**src/rtl/bilinear_texture_sampler_unit_assert.svh**
```systemverilog
// Assertion macros used by the sampler's filter module.
// Each macro checks on the rising edge of clock and is switched off while reset is high.
`ifndef BILINEAR_TEXTURE_SAMPLER_UNIT_ASSERT_SVH
`define BILINEAR_TEXTURE_SAMPLER_UNIT_ASSERT_SVH

// The consequent must hold in the same cycle as the antecedent.
`define BTS_ASSERT_HOLDS(label, ante, cons) \
   label: assert property (@(posedge clock) disable iff (reset) (ante) |-> (cons)) \
      else $error("bilinear sampler check failed");

// The consequent must hold after the antecedent, delayed by the dly argument.
`define BTS_ASSERT_LATER(label, ante, dly, cons) \
   label: assert property (@(posedge clock) disable iff (reset) (ante) |-> ##dly (cons)) \
      else $error("bilinear sampler latency check failed");

`endif

```
**src/rtl/bts_pkg.sv**
```systemverilog
// ----------------------------------------------------------------------------
// bts_pkg
// Types and constants shared by the bilinear texture sampler modules.
// ----------------------------------------------------------------------------
package bts_pkg;

   localparam int MAX_WIDTH  = 256;
   localparam int MAX_HEIGHT = 256;
   localparam int COORD_W    = 24;
   localparam int SIZE_W     = 9;
   localparam int IDX_W      = 8;
   localparam int FRAC_W     = 16;
   localparam int TEXEL_W    = 32;
   localparam int COLOUR_W   = 16;
   localparam int ADDR_W     = 2 * IDX_W;

   // 255 * 255, the scale of a premultiplied channel.
   localparam longint DEN      = 65025;
   // floor(2^32 / 65025), the reciprocal used for the final division.
   localparam longint RECIP    = 66051;
   // Rounding offset, half of DEN shifted up by the 16 weight bits.
   localparam longint HALF_DEN = 65025 * 32768;

   typedef enum logic [1:0] {
      TILE_REPEAT,
      TILE_BOUNCE,
      TILE_CLAMP,
      TILE_BORDER
   } tiling_type;

   typedef enum logic {
      CMD_WRITE,
      CMD_SAMPLE
   } cmd_type;

   typedef enum logic [1:0] {
      CSR_TEX_WIDTH,
      CSR_TEX_HEIGHT,
      CSR_H_TILING,
      CSR_V_TILING
   } csr_index_type;

   typedef struct packed {
      logic [IDX_W-1:0]  c1;
      logic [IDX_W-1:0]  c2;
      logic [FRAC_W-1:0] frac;
      logic              in_range;
   } axis_map_type;

   typedef struct packed {
      logic              valid;
      logic              border;
      logic [FRAC_W-1:0] frac_x;
      logic [FRAC_W-1:0] frac_y;
   } sample_ctrl_type;

   typedef struct packed {
      logic                valid;
      logic                border;
      logic [COLOUR_W-1:0] red;
      logic [COLOUR_W-1:0] green;
      logic [COLOUR_W-1:0] blue;
   } result_type;

endpackage

```
**src/rtl/bts_axis_map.sv**
```systemverilog
// ----------------------------------------------------------------------------
// bts_axis_map
// Three-stage mapping of one coordinate to two texel indices and a blend
// fraction under the axis tiling mode.
// ----------------------------------------------------------------------------
module bts_axis_map (
   input  logic                                    clock,
   input  logic signed [bts_pkg::COORD_W-1:0]      coord,
   input  logic        [bts_pkg::SIZE_W-1:0]       size,
   input  bts_pkg::tiling_type                     mode,
   output bts_pkg::axis_map_type                   map_out
);

   localparam int OPER_W = bts_pkg::FRAC_W + 1;
   localparam int PROD_W = OPER_W + bts_pkg::SIZE_W;

   logic [OPER_W-1:0]          oper_in, oper_ff;
   logic [bts_pkg::SIZE_W-1:0] scale_in, scale_ff, scale2_ff;
   logic [bts_pkg::SIZE_W-1:0] size_ff, size2_ff;
   bts_pkg::tiling_type        mode_ff, mode2_ff;
   logic                       neg_in, neg_ff, neg2_ff;
   logic                       over_in, over_ff, over2_ff;
   logic [PROD_W-1:0]          prod_ff;
   logic [OPER_W-1:0]          fold_pos;
   logic signed [PROD_W:0]     wrap_t;
   logic [bts_pkg::IDX_W-1:0]  last_idx, wrap_c1, prod_c1;
   bts_pkg::axis_map_type      map_in, map_ff;

   assign fold_pos = coord[OPER_W-1:0];
   assign neg_in   = coord[bts_pkg::COORD_W-1];
   assign over_in  = coord > $signed(bts_pkg::COORD_W'(1 << bts_pkg::FRAC_W));

   // Repeat only needs the fractional part: whole periods drop out of the modulo.
   always_comb begin
      oper_in  = coord[OPER_W-1:0];
      scale_in = size - bts_pkg::SIZE_W'(1);
      case (mode)
         bts_pkg::TILE_REPEAT: begin
            oper_in  = {1'b0, coord[bts_pkg::FRAC_W-1:0]};
            scale_in = size;
         end
         bts_pkg::TILE_BOUNCE: begin
            if (fold_pos > OPER_W'(1 << bts_pkg::FRAC_W)) begin
               oper_in = OPER_W'((OPER_W+1)'(1 << OPER_W) - {1'b0, fold_pos});
            end else begin
               oper_in = fold_pos;
            end
         end
         default: begin
            oper_in = coord[OPER_W-1:0];
         end
      endcase
   end

   always_ff @(posedge clock) begin
      oper_ff   <= oper_in;
      scale_ff  <= scale_in;
      size_ff   <= size;
      mode_ff   <= mode;
      neg_ff    <= neg_in;
      over_ff   <= over_in;
      prod_ff   <= PROD_W'(oper_ff * scale_ff);
      scale2_ff <= scale_ff;
      size2_ff  <= size_ff;
      mode2_ff  <= mode_ff;
      neg2_ff   <= neg_ff;
      over2_ff  <= over_ff;
      map_ff    <= map_in;
   end

   assign last_idx = bts_pkg::IDX_W'(size2_ff - bts_pkg::SIZE_W'(1));
   assign prod_c1  = prod_ff[bts_pkg::FRAC_W +: bts_pkg::IDX_W];
   assign wrap_c1  = wrap_t[bts_pkg::FRAC_W +: bts_pkg::IDX_W];

   // Texel centres sit half a texel in; a negative result wraps by one period.
   always_comb begin
      wrap_t = $signed({1'b0, prod_ff}) - $signed((PROD_W+1)'(1 << (bts_pkg::FRAC_W - 1)));
      if (wrap_t < 0) begin
         wrap_t = wrap_t + $signed((PROD_W+1)'({size2_ff, {bts_pkg::FRAC_W{1'b0}}}));
      end
   end

   always_comb begin
      map_in.c1       = prod_c1;
      map_in.c2       = prod_c1;
      map_in.frac     = prod_ff[bts_pkg::FRAC_W-1:0];
      map_in.in_range = 1'b1;
      case (mode2_ff)
         bts_pkg::TILE_REPEAT: begin
            map_in.c1   = wrap_c1;
            map_in.frac = wrap_t[bts_pkg::FRAC_W-1:0];
            if (({1'b0, wrap_c1} + bts_pkg::SIZE_W'(1)) == size2_ff) begin
               map_in.c2 = '0;
            end else begin
               map_in.c2 = wrap_c1 + bts_pkg::IDX_W'(1);
            end
         end
         bts_pkg::TILE_BOUNCE: begin
            if (prod_ff >= PROD_W'({scale2_ff, {bts_pkg::FRAC_W{1'b0}}})) begin
               map_in.c1   = last_idx;
               map_in.c2   = last_idx;
               map_in.frac = '0;
            end else begin
               map_in.c2 = prod_c1 + bts_pkg::IDX_W'(1);
            end
         end
         default: begin
            if (neg2_ff || over2_ff) begin
               map_in.c1       = neg2_ff ? '0 : last_idx;
               map_in.c2       = neg2_ff ? '0 : last_idx;
               map_in.frac     = '0;
               map_in.in_range = (mode2_ff == bts_pkg::TILE_CLAMP);
            end else if (prod_c1 < last_idx) begin
               map_in.c2 = prod_c1 + bts_pkg::IDX_W'(1);
            end
         end
      endcase
   end

   assign map_out = map_ff;

endmodule

```
**config.mk**
```make
export PLATFORM = sky130hd
export DESIGN_NAME = bts_axis_map
export DESIGN_NICKNAME = d
export VERILOG_FILES = /design/src/rtl/bilinear_texture_sampler_unit_assert.svh /design/src/rtl/bts_pkg.sv /design/src/rtl/bts_axis_map.sv
export SDC_FILE = /design/constraint.sdc
export NUM_CORES = 1
export LEC_CHECK = 0
export ABC_AREA = 1
export BUFFER_PORTS_ARGS = -buffer_cell sky130_fd_sc_hd__buf_4
export CAP_MARGIN = 0
export CELL_PAD_IN_SITES_DETAIL_PLACEMENT = 1
export CELL_PAD_IN_SITES_GLOBAL_PLACEMENT = 1
export CORE_UTILIZATION = 49
export DETAILED_ROUTE_END_ITERATION = 10
export GPL_TIMING_DRIVEN = 0
export PLACE_DENSITY = 0.83
export SYNTH_ARGS = -nofsm -noshare
export SYNTH_HDL_FRONTEND = slang
export SYNTH_SLANG_ARGS = --single-unit
export TNS_END_PERCENT = 100
```
**constraint.sdc**
```tcl
create_clock -name clock -period 13.7 [get_ports clock]
set_input_delay 2.74 -clock clock [delete_from_list [all_inputs] [get_ports clock]]
set_output_delay 2.74 -clock clock [all_outputs]
set_load 0.01 [all_outputs]
```
-- After elaboration in Yosys (flattened, before gate mapping)
Index checks and enable logic that the tools add are counted.
- add/sub/neg operators: 8
- $mul: 1
- div/mod/pow operators: 0
- $lt $le $gt $ge: 5
- equal/unequal tests: 4
- shift operators: 0
- mux-type cells: 14
- bitwise gates (word level): 1
- reduce and logical (&&, ||, !) cells: 4
- operators by type and width (operator ; count):
    one-hot mux 32 bit (2 select lines) ; 1
    2-to-1 mux 8 bit ; 7
    2-to-1 mux 17 bit ; 2
    one-hot mux 17 bit (2 select lines) ; 1
    < comparator 27 x 1 -> 1 bit, second input constant ; 1
    subtractor 26 x 16 -> 27 bit, second input constant ; 1
    >= comparator 26 x 25 -> 1 bit ; 1
    multiplier 17 x 9 -> 26 bit ; 1
    adder 24 bit ; 1
    greater-than comparator 24 x 18 -> 1 bit, second input constant ; 1
    2-to-1 mux 24 bit ; 1
    greater-than comparator 17 bit, second input constant ; 1
    subtractor 1 x 17 -> 17 bit, first input constant ; 1
    adder 8 x 1 -> 8 bit, second input constant ; 2
    2-to-1 mux 16 bit ; 1
    adder 8 x 1 -> 9 bit, second input constant ; 1
    equality test 9 bit ; 1
    2-to-1 mux 9 bit ; 1
    subtractor 9 x 1 -> 9 bit, second input constant ; 1
    < comparator 8 bit ; 1
    subtractor 8 x 1 -> 8 bit, second input constant ; 1
    equality test 2 x 1 -> 1 bit, second input constant ; 2
    zero test 2 bit ; 2
    OR reduction 3 bit ; 1
    other kinds (3) ; 3
- register bits after elaboration: 120
- latch bits: 0
- bits in writable memories: 0
- memory bits (read-only): 0
- bits of input ports: 36
- output and inout bits: 33
- word-level logic and storage cells: 53
- memories kept: 0

-- Depth between registers and ports, before layout
Gate-level depths: netlist of the first run.
- depth in word-level cells: 7
- gate-level depth with buffers: 25

-- Worst setup path after synthesis of the first run
Ideal clock, no wire load.
- path kind: register to register
- start point: reg scale_ff[2] (netlist name)
- end point: reg prod_ff[18]
- data arrival time: 4601 ps
- path slack: 8980 ps
- stages on the path, launching flop included: 21
- buffers on the path: 2
- cells stage by stage: dfxtp_1 clkbuf_1 clkbuf_1 nand2_1 fa_1 inv_1 fa_1 inv_1 fa_1 fa_1 inv_1 ha_1 a21oi_1 o21ai_0 nor3_1 o21ai_0 a21oi_1 o21ai_0 nand2_1 nand2_1 xor2_1
- word-level cells in the longest chain between the ends: 1
- RTL lines (element ; line ; source):
    start: declaration ; bts_axis_map.sv:18 ; logic [bts_pkg::SIZE_W-1:0] scale_in, scale_ff, scale2_ff;
    start signal: assignment ; bts_axis_map.sv:57 ; scale_ff <= scale_in;
    multiplier 17 x 9 -> 26 bit ; bts_axis_map.sv:62 ; prod_ff <= PROD_W'(oper_ff * scale_ff);
    end signal: assignment ; bts_axis_map.sv:62 ;
    end: declaration ; bts_axis_map.sv:23 ; logic [PROD_W-1:0] prod_ff;
No other way between the ends.
A chain may end at the register's enable or synchronous reset.

-- Worst setup path after layout of the first run
Same ends and word-level chain as after synthesis.

==> results of run 1 <==
==> flip-flops by register name (all words and copies together) (netlist names) <==
register	flops
mode_ff	2
size_ff	9
neg2_ff	1
oper_ff	17
scale2_ff	9
size2_ff	9
neg_ff	1
over_ff	1
scale_ff	9
map_out	33
prod_ff	26
over2_ff	1
mode2_ff	2
==> through the flow <==
stage / utilization [%] / instance area [um^2] / hold WS, ps / cells / setup slack (ps)
final: 57.1 / 12200 / 325 / 1784 / 7720
after detailed placement: 54.5 / 11600 / 313 / 1752 / 7900
after floorplan: - / 10700 / 310 / 1409 / 8980
after global placement: 54.5 / 11600 / 311 / 1752 / 7980
after CTS: 57.1 / 12200 / 327 / 1784 / 7750
after global routing: 57.1 / 12200 / 334 / 1784 / 7460
==> placed cells by master, fill, tap and decap left out, types with 3 or more instances in the layout <==
cell type	synthesis	routed
a21o_1	4	4
a21oi_1	48	48
buf_4	1	69
buf_6	4	4
clkbuf_1	44	44
clkbuf_16	0	17
clkinv_4	0	7
dfxtp_1	120	120
fa_1	107	107
ha_1	77	77
inv_1	317	317
inv_2	5	5
inv_6	1	5
nand2_1	344	344
nand2_2	14	14
nand2_4	5	5
nand3_1	53	53
nand3_2	5	5
nand3b_1	3	3
nand4_1	24	24
nor2_1	68	68
nor2_2	3	3
nor2_4	7	7
nor3_1	15	15
nor3_2	3	3
nor3b_1	17	17
nor4_1	5	5
o2111ai_1	4	4
o211ai_1	9	9
o21ai_0	23	23
o221ai_1	4	4
or2_2	4	4
xnor2_1	12	12
xor2_1	36	36
==> area by class of cell <==
| type | instances | area (um^2) | area share (%) |
|---|---|---|---|
| Buffer | 51 | 228 | 1.87 |
| Multi-Input combinational cell | 913 | 6880 | 56.6 |
| Tap cell | 275 | 344 | 2.83 |
| Clock inverter | 15 | 144 | 1.18 |
| Inverter | 325 | 1230 | 10.1 |
| Sequential cell | 120 | 2400 | 19.8 |
| Clock buffer | 17 | 425 | 3.50 |
| Timing Repair Buffer | 68 | 510 | 4.20 |
==> logic make-up (layout without fill, tap and decap cells) <==
logic type	after synthesis	count (layout)	share of synthesized area (%)
compound gates	102	102	5.62
xor+xnor	51	51	4.58
fa+ha+maj	184	184	28.9
buf+inv	376	476	13.6
flops	120	120	22.4
simple gates	576	576	25.0
==> path summary, 6_finish.rpt <==
path                       to  slack [ps]  depth (start not counted)
setup / recovery  prod_ff[18]        7720                         20
hold / removal    size2_ff[4]         330                          0
setup reg to reg  prod_ff[18]        7720                         20
hold reg to reg   size2_ff[4]         330                          0
==> power groups by stage <==
stage                     Combinational, mW  Clock [mW]  Sequential, mW
after floorplan                        1.41           0           0.523
after global placement                 1.85           0           0.522
after detailed placement               1.96           0           0.525
after CTS                              2.05       0.441           0.519
after global routing                   2.26       0.455           0.528
final                                  2.04       0.436           0.520
==> worst register-to-register path, delay by kind of cell, from the launching register on <==
family	cells	cell delay [ps]
adder cells (fa/ha/maj)	5	2430
AND/OR/NAND/NOR	6	810
AO/OA/AOI/OAI	3	1040
flip-flops	1	400
buffers and inverters	5	1100
XOR/XNOR	1	140
==> routing by layer <==
metal / part of all wire, % / vias to the layer above / global-route usage, %
met5: 0.043 / - / 0
met4: 4.8 / 2 / 16.5
met2: 50 / 239 / 53.5
met3: 4.0 / 97 / 5.18
li1: - / 4435 / -
met1: 42 / 4630 / 36.3
==> impl_metrics.py, run 1 <==
metrics = {
    "detailed_routing": {
        "ant_nets": 0,
        "viasPerCell": 5.27,
        "drt_iter0_markers": 383,
        "drt_wl_total_um": 32600,
        "first_pass_iters": 5,
        "wl_per_cell_um": 18.3,
        "drc": 0,
        "vias": 9403,
    },
    "timing": {
        "hold_violations": 0,
        "fmax_mhz": 167,
        "min_period_over_period_pct": 43.7,
        "fin_skew_ps": 16.5,
        "tightest_slew_ps": 951,
        "report.final.slew_viol_count": 0,
        "grt_setup_unrepaired": "false",
        "min_period_ps": 5980,
        "setup_viol": 0,
        "slew_headroom_pct": 36.5,
        "fin_tns_setup_ps": 0,
    },
    "min_path": {
        "hold_start": "size_ff[4]",
        "hold_path_class": "reg2reg",
    },
    "power": {
        "pwr-share-seq_pct": 17.3,
        "p_clk_share_pct": 14.5,
        "switching_power_mw": 1.54,
        "p_total_mw": 3.00,
        "power.share.combinational_pct": 68.1,
        "power_switching_share_pct": 51.4,
        "intPower_mw": 1.46,
        "p_leak_nw": 6.69,
        "p_per_area_nw_per_um2": 247,
        "peakVddDrop_v": 0.000144,
    },
    "synth": {
        "synthCells": 1409,
        "synthTopCellsByCount": "nand2_1 (344), inv_1 (317), dfxtp_1 (120), fa_1 (107), ha_1 (77)",
        "synthFlopType": "dfxtp_1",
        "synth.top_cell.area_share_pct": 22.4,
        "synth_top_cell_by_area": "dfxtp_1",
        "synth_warnings": 0,
        "synthesis.area_um2": 10700,
        "synth_cell_type_count": 47,
        "synth_area_leaders": "dfxtp_1 (22%), fa_1 (20%), nand2_1 (12%), inv_1 (11%), ha_1 (9.0%)",
        "ys_seq_area_share_pct": 22.4,
        "syn_nets": 1629,
        "yosysMostFrequentCell": "nand2_1",
        "ys_ff_latch": 120,
        "synth_edf_count": 0,
        "async_flop_share_pct": 0,
        "synth.avg_cell_area_um2": 7.62,
    },
    "place": {
        "hpwl_um": 25300,
        "gp_congestion": 0.887,
        "port_buffers": 68,
    },
    "job": {
        "drv_cap": 0,
    },
    "floorplan": {
        "fp-row-count": 53,
        "die_w_um": 150,
        "coreArea_um2": 21300,
        "fp.dieH_um": 150,
        "ios": 69,
        "start_util_pct": 50.4,
        "dieArea_um2": 22500,
    },
    "setup_path": {
        "crit_fanout": 10,
        "critPathMaxStageDelay_ps": 560,
        "crit_chain": "clkbuf_1 -> clkbuf_1 -> nand2_1 -> fa_1 -> inv_1 -> fa_1 -> inv_1 -> fa_1 -> fa_1 -> inv_1 -> ha_1 -> nand2_1 -> nor3_1 -> nor3_1 -> o21ai_0 -> a21oi_1 -> o21ai_0 -> nand2_1 -> nand2_1 -> xor2_1",
        "crit_family": "adder cells",
        "reg2reg_from": "scale_ff[2]",
        "startpoint_type": "flip-flop",
        "cp_slowest_cell": "fa_1",
        "worstSetupEndpointType": "flip-flop",
        "worstPathArrival_ps": 6340,
        "critPathLaunch": "scale_ff[2]",
        "critical_path_class": "reg2reg",
        "worstPathRequired_ps": 14060,
        "crit_buf_inv": 5,
    },
    "clock_tree": {
        "path_clk_slew_ps": 60,
        "cts_setup_buffers": 0,
        "cts_buffers": 17,
        "holdBufCountCts": 0,
        "cts.sinks": 120,
        "cts_max_path_buffers": 2,
        "cts_tree": "built",
        "cts-resized-gates": 0,
        "root_buffer": "clkbuf_16",
        "h-tree-depth": 4,
        "clock_latency_ps": 440,
    },
    "finish": {
        "syn_to_final_growth_pct": 13.3,
        "nets": 1716,
        "drive_gt1_share_pct": 11.1,
        "nFillCells": 2698,
        "antennaDiodeCount": 0,
    },
    "global_routing": {
        "grt_first_pass_wirelength_um": 52600,
        "grt_overflow_total": 0,
        "track_usage_pct": 30.8,
        "grt_max_degree": 17,
        "grt_antenna_before_repair": 1,
        "grt_pass1_vias": 10200,
    },
    "outcome": {
        "status": "complete, no violations",
    },
}
No activity file was read; power rests on OpenSTA's default activity.
==> inputs of run 2 (changes only) <==
--- a/config.mk
+++ b/config.mk
@@ -10,10 +10,10 @@
 export CAP_MARGIN = 0
 export CELL_PAD_IN_SITES_DETAIL_PLACEMENT = 1
 export CELL_PAD_IN_SITES_GLOBAL_PLACEMENT = 1
-export CORE_UTILIZATION = 49
+export CORE_UTILIZATION = 42
 export DETAILED_ROUTE_END_ITERATION = 10
 export GPL_TIMING_DRIVEN = 0
-export PLACE_DENSITY = 0.83
+export PLACE_DENSITY = 0.75
 export SYNTH_ARGS = -nofsm -noshare
 export SYNTH_HDL_FRONTEND = slang
 export SYNTH_SLANG_ARGS = --single-unit
==> constraint.sdc (replaced) <==
create_clock -name clock -period 5.15 [get_ports clock]
set_input_delay 1.03 -clock clock [delete_from_list [all_inputs] [get_ports clock]]
set_output_delay 1.03 -clock clock [all_outputs]
set_load 0.01 [all_outputs]
==> run 2 against run 1 <==
Die area increased by 16%. Wire length decreased by 6.0%. Clock skew about the same. Clock-buffer cell count stayed put. Register-to-register slack got worse by 7500 ps. Design area rose by 1.1%. Combinational power rose to 2.6 times the previous value. The run now ends with design-rule violations left. Via count fell by 2.7%. Critical path type unchanged.
==> impl_metrics.py, run 2 (synthesis gave the netlist of run 1 again) <==
metrics = {
    "timing": {
        "min_period_over_period_pct": 95.2,
        "fin_skew_ps": 16.7,
        "tightest_slew_ps": 1150,
        "hold_violations": 0,
        "fmax_mhz": 204,
        "min_period_ps": 4900,
        "slew_headroom_pct": 23.3,
        "setup_viol": 0,
        "report.final.slew_viol_count": 0,
    },
    "floorplan": {
        "fp-row-count": 58,
        "start_util_pct": 42.8,
        "coreArea_um2": 25100,
        "die_w_um": 162,
        "ios": 69,
        "fp.dieH_um": 162,
        "dieArea_um2": 26200,
    },
    "outcome": {
        "failed_checks": "design-rule violations",
        "status": "finished, violations left",
    },
    "detailed_routing": {
        "first_pass_iters": 8,
        "drt_iter0_markers": 373,
        "viasPerCell": 5.01,
        "vias": 9151,
        "ant_nets": 0,
        "drc": 1,
        "drt_wl_total_um": 30600,
        "wl_per_cell_um": 16.8,
    },
    "min_path": {
        "hold_path_class": "reg2reg",
    },
    "power": {
        "p_leak_nw": 6.73,
        "p_per_area_nw_per_um2": 647,
        "p_clk_share_pct": 15.9,
        "peakVddDrop_v": 0.000306,
        "intPower_mw": 3.97,
        "switching_power_mw": 3.98,
        "power_switching_share_pct": 50.1,
        "pwr-share-seq_pct": 17.6,
        "power.share.combinational_pct": 66.5,
    },
    "finish": {
        "syn_to_final_growth_pct": 14.5,
        "largest_register_ffs": 33,
        "nets": 1705,
        "layout_common_cells": "nand2_1 (344), inv_1 (317), dfxtp_1 (111)",
        "final_common_cell": "nand2_1",
        "drive_gt1_share_pct": 12.6,
        "fin_area_um2": 12300,
        "antennaDiodeCount": 0,
        "finish.utilization_pct": 49.0,
    },
    "clock_tree": {
        "cts_tree": "built",
        "cts_setup_buffers": 0,
        "root_buffer": "clkbuf_16",
        "holdBufCountCts": 0,
        "cts_buffers": 17,
        "cts.sinks": 120,
        "clock_latency_ps": 430,
        "path_clk_slew_ps": 60,
        "h-tree-depth": 4,
        "cts_max_path_buffers": 2,
    },
    "global_routing": {
        "grt_antenna_before_repair": 0,
        "track_usage_pct": 24.6,
        "grt_pass1_vias": 9857,
        "grt_max_degree": 17,
        "grt_overflow_total": 0,
        "grt_first_pass_wirelength_um": 50200,
    },
    "setup_path": {
        "worstPathRequired_ps": 5490,
        "crit_top_cell": "fa_1",
        "worstPathArrival_ps": 5250,
        "cp_slowest_cell": "fa_1",
        "critical_path_class": "reg2reg",
        "crit_fanout": 9,
        "worstSetupEndpointType": "flip-flop",
        "startpoint_type": "flip-flop",
        "crit_chain": "clkbuf_1 -> nand2_1 -> inv_1 -> fa_1 -> fa_1 -> fa_1 -> inv_1 -> fa_1 -> inv_1 -> ha_1 -> nand2_1 -> o21ai_0 -> a21oi_1 -> o21a_1 -> o21ai_1 -> nand2_1 -> o21ai_0 -> xor2_1",
        "critPathMaxStageDelay_ps": 550,
    },
    "job": {
        "drv_cap": 0,
    },
    "place": {
        "port_buffers": 68,
        "gp_congestion": 0.881,
        "postPlaceCellArea_um2": 11700,
        "hpwl_um": 25000,
    },
}
[run 2: per-layer routing]
layer	share of wire (%)	wire length (um)	up-vias	global-route usage (%)
met4	2.9	874	0	9.18
li1	-	-	4418	-
met5	0	0	-	0
met1	44	13600	4523	30.3
met2	50	15400	153	44.3
met3	2.5	752	57	2.43
[run 2: cell type report]
cell class              instances  area, um^2
fillers                      3179       12800
multi-input cells             913        6890
flip-flops and latches        120        2420
inverters                     325        1230
repair buffers                 68         510
clock buffers                  17         425
well taps                     330         413
plain buffers                  40         215
clock inverters                15         189
[run 2: final timing paths]
kind,end,cells after the start,slack (ps),start
max,prod_ff[23],18,250,oper_ff[6]
min,size2_ff[0],0,320,size_ff[0]
max reg2reg,prod_ff[23],18,250,oper_ff[6]
min reg2reg,size2_ff[0],0,320,size_ff[0]
[run 2: power by group through the flow]
stage	clock network, mW	registers, mW	logic (mW)
after floorplan	0	1.39	3.74
after global placement	0	1.39	4.95
after global routing	1.32	1.43	5.98
after CTS	1.28	1.40	5.29
final	1.26	1.40	5.29
after detailed placement	0	1.39	5.16
[run 2: per-stage QoR]
| stage | power, mW | hold slack, ps | instances | setup slack, ps | setup TNS [ps] |
|---|---|---|---|---|---|
| 5_1_grt | 8.73 | 323 | 1828 | -1.38 | -1.38 |
| 6_report | 7.96 | 322 | 1828 | 249 | 0 |
| 2_1_floorplan | 5.14 | 310 | 1409 | 430 | 0 |
| 4_1_cts | 7.96 | 321 | 1830 | 73.1 | 0 |
| 3_3_place_gp | 6.34 | 312 | 1807 | -494 | -3040 |
| 3_5_place_dp | 6.55 | 313 | 1807 | -675 | -4100 |
[run 2: repair_timing]
| item | CTS | global route |
|---|---|---|
| pin swaps | 0 | 0 |
| resized for setup | 21 | 19 |
| endpoints found under the setup margin | 13 | 7 |
[run 2: worst max-delay path: cells and delay by family, from the launching register on]
kind	cells	cell delay, ps
compound gates	5	980
buf+inv	4	590
fa+ha+maj	5	2370
xor+xnor	1	180
simple gates	3	380
flops	1	310
==> inputs of run 3 (changes only) <==
--- a/config.mk
+++ b/config.mk
@@ -5,15 +5,14 @@
 export SDC_FILE = /design/constraint.sdc
 export NUM_CORES = 1
 export LEC_CHECK = 0
-export ABC_AREA = 1
 export BUFFER_PORTS_ARGS = -buffer_cell sky130_fd_sc_hd__buf_4
 export CAP_MARGIN = 0
 export CELL_PAD_IN_SITES_DETAIL_PLACEMENT = 1
 export CELL_PAD_IN_SITES_GLOBAL_PLACEMENT = 1
-export CORE_UTILIZATION = 42
+export CORE_UTILIZATION = 43
 export DETAILED_ROUTE_END_ITERATION = 10
 export GPL_TIMING_DRIVEN = 0
-export PLACE_DENSITY = 0.75
+export PLACE_DENSITY = 0.74
 export SYNTH_ARGS = -nofsm -noshare
 export SYNTH_HDL_FRONTEND = slang
 export SYNTH_SLANG_ARGS = --single-unit
==> constraint.sdc (replaced) <==
create_clock -name clock -period 4.3 [get_ports clock]
set_input_delay 0.86 -clock clock [delete_from_list [all_inputs] [get_ports clock]]
set_output_delay 0.86 -clock clock [all_outputs]
set_load 0.01 [all_outputs]
==> run 3 against run 2 <==
The run ends with negative setup slack left. Worst hold slack worse by 0.63 ps. Global-route usage is 1.3 points higher. Combinational power is 62% higher. Critical endpoint is now prod_ff[18]. Highest routed layer unchanged. Die area is 9.7% lower. First-iteration DRC count is 7.5% higher.
==> impl_metrics.py, run 3 <==
metrics = {
    "outcome": {
        "status": "finished, violations left",
        "failed_checks": "negative setup slack",
    },
    "setup_path": {
        "startpoint_type": "flip-flop",
        "worstPathArrival_ps": 4930,
        "worstPathRequired_ps": 4630,
        "worstSetupEndpointType": "flip-flop",
        "critical_path_class": "reg2reg",
        "critPathLaunch": "scale_ff[5]",
        "reg2reg_from": "scale_ff[5]",
        "crit_fanout": 9,
    },
    "global_routing": {
        "grt_overflow_total": 0,
        "grt_antenna_before_repair": 0,
        "grt_max_degree": 17,
        "track_usage_pct": 25.9,
        "grt_first_pass_wirelength_um": 47100,
        "grt_pass1_vias": 8937,
    },
    "detailed_routing": {
        "drc": 0,
        "wl_per_cell_um": 20.4,
        "first_pass_iters": 5,
        "ant_nets": 0,
        "viasPerCell": 5.43,
        "drt_wl_total_um": 31600,
        "vias": 8405,
        "drt_iter0_markers": 401,
    },
    "floorplan": {
        "die_w_um": 154,
        "ios": 69,
        "start_util_pct": 43.8,
        "dieArea_um2": 23700,
        "fp-row-count": 55,
        "fp.dieH_um": 154,
        "coreArea_um2": 22600,
    },
    "finish": {
        "largest_register_ffs": 33,
        "final_common_cell": "inv_1",
        "nFillCells": 2516,
        "drive_gt1_share_pct": 25.9,
        "nets": 1470,
        "syn_to_final_growth_pct": 28.6,
        "layout_common_cells": "inv_1 (139), buf_4 (115), fa_1 (102)",
    },
    "clock_tree": {
        "root_buffer": "clkbuf_16",
        "cts.sinks": 120,
        "path_clk_slew_ps": 60,
        "clock_latency_ps": 430,
        "cts_buffers": 17,
        "h-tree-depth": 4,
        "cts_tree": "built",
        "cts_max_path_buffers": 2,
        "holdBufCountCts": 0,
    },
    "synth": {
        "synthXorXnorAreaFrac_pct": 6.70,
        "synth.top_cell.area_share_pct": 24.2,
        "synth_mux_area_share_pct": 0.416,
        "yosys.area_share.adder_pct": 31.3,
        "synth_top_family_by_area": "adder cells",
        "synth_top_cell_by_area": "dfxtp_1",
        "async_flop_share_pct": 0,
        "synthFlopType": "dfxtp_1",
        "syn_nets": 1331,
        "ys_ff_latch": 120,
        "synthTopCellsByCount": "inv_1 (159), dfxtp_1 (120), nand2_1 (114), fa_1 (107), and2_1 (79)",
        "yosysMostFrequentCell": "inv_1",
        "synth_area_leaders": "dfxtp_1 (24%), fa_1 (22%), ha_1 (9.7%), inv_1 (6.0%), and2_1 (5.0%)",
        "ys_seq_area_share_pct": 24.2,
        "synth_compound_area_share_pct": 10.9,
        "synth_warnings": 0,
        "synthesis.area_um2": 9920,
        "synth_simple_gate_area_share_pct": 18.8,
        "synth_cell_type_count": 67,
        "synthCells": 1111,
        "synth_edf_count": 0,
        "synth.avg_cell_area_um2": 8.93,
    },
    "timing": {
        "hold_violations": 0,
        "min_period_ps": 4600,
        "hold_ws_ps": 322,
        "fmax_mhz": 218,
        "tightest_slew_ps": 712,
        "min_period_over_period_pct": 107,
        "grt_setup_unrepaired": "true",
        "setup_viol": 12,
        "fin_skew_ps": 11.9,
        "report.final.slew_viol_count": 0,
        "fin_tns_setup_ps": -1820,
        "worst_slack_ps": -297,
        "slew_headroom_pct": 52.0,
    },
    "place": {
        "port_buffers": 68,
        "gp_congestion": 0.872,
        "hpwl_um": 21400,
        "dpl_worst_slack_ps": -708,
    },
    "power": {
        "peakVddDrop_v": 0.000684,
        "p_total_mw": 11.7,
        "p_per_area_nw_per_um2": 917,
        "p_leak_nw": 5.83,
    },
    "min_path": {
        "hold_path_class": "reg2reg",
        "hold_start": "size_ff[2]",
    },
    "job": {
        "drv_cap": 0,
    },
}
[run 3: metal layers]
layer	vias to the layer above	track usage, %	routed length [um]
met1	4228	31.6	13000
met5	-	0	0
met2	244	46.8	16400
met3	55	3.69	1400
li1	3878	-	-
met4	0	7.90	733
[run 3: worst paths after layout]
check,cells after the start,end,slack [ps]
worst max-delay path,20,prod_ff[18],-300
worst min-delay path,0,size2_ff[2],320
worst max register to register,20,prod_ff[18],-300
worst min register to register,0,size2_ff[2],320
[run 3: final cells by class]
class | instances | area [um^2] | share of cell area (%)
Multi-Input combinational cell | 795 | 7380 | 57.8
Sequential cell | 120 | 2470 | 19.3
Timing Repair Buffer | 127 | 1080 | 8.47
Inverter | 159 | 597 | 4.68
Clock buffer | 19 | 453 | 3.55
Tap cell | 285 | 357 | 2.79
Buffer | 30 | 299 | 2.34
Clock inverter | 11 | 125 | 0.981
Antenna cell | 1 | 2.50 | 0.0196
[run 3: report_power, final]
| group | internal, mW | switching [mW] | leakage [nW] |
|---|---|---|---|
| combinational | 3.90 | 4.68 | 4.55 |
| sequential | 1.47 | 0.216 | 1.01 |
| clock | 0.876 | 0.554 | 0.269 |
| total | 6.25 | 5.45 | 5.83 |
[run 3: critical path, stage by stage, from the launching register on]
cell,delay (ps)
dfxtp_4,380
clkbuf_16,160
buf_4,130
nand2_1,80
fa_1,560
inv_1,60
ha_1,330
ha_1,290
inv_1,50
fa_1,540
inv_1,70
ha_4,260
nor2b_2,150
o21ai_2,180
a21boi_4,100
o21ai_4,180
o21ai_4,110
a21oi_2,150
nor2b_2,60
o41a_1,450
xor2_1,220
[run 3: metrics by stage]
| stage | cells | util, % | instance area, um^2 |
|---|---|---|---|
| after detailed placement | 1464 | 48.5 | 11000 |
| after floorplan | 1111 | - | 10100 |
| after global routing | 1546 | 56.3 | 12800 |
| after CTS | 1523 | 53.9 | 12200 |
| final | 1547 | 56.4 | 12800 |
| after global placement | 1464 | 48.5 | 11000 |
[run 3: what timing repair did]
action	CTS	global route
endpoints found under the setup margin	21	21
endpoints found under the hold margin	0	0
pin swaps	62	67
cloned	1	1
resized for setup	95	94
buffers inserted	35	24
[run 3: cells by family after synthesis]
| kind of cell | after synthesis |
|---|---|
| and+or+nand+nor | 364 |
| buffers and inverters | 196 |
| adders and majority gates | 184 |
| AOI/OAI and AO/OA | 168 |
| DFF | 120 |
| xor gates and xnor gates | 75 |
| muxes | 4 |
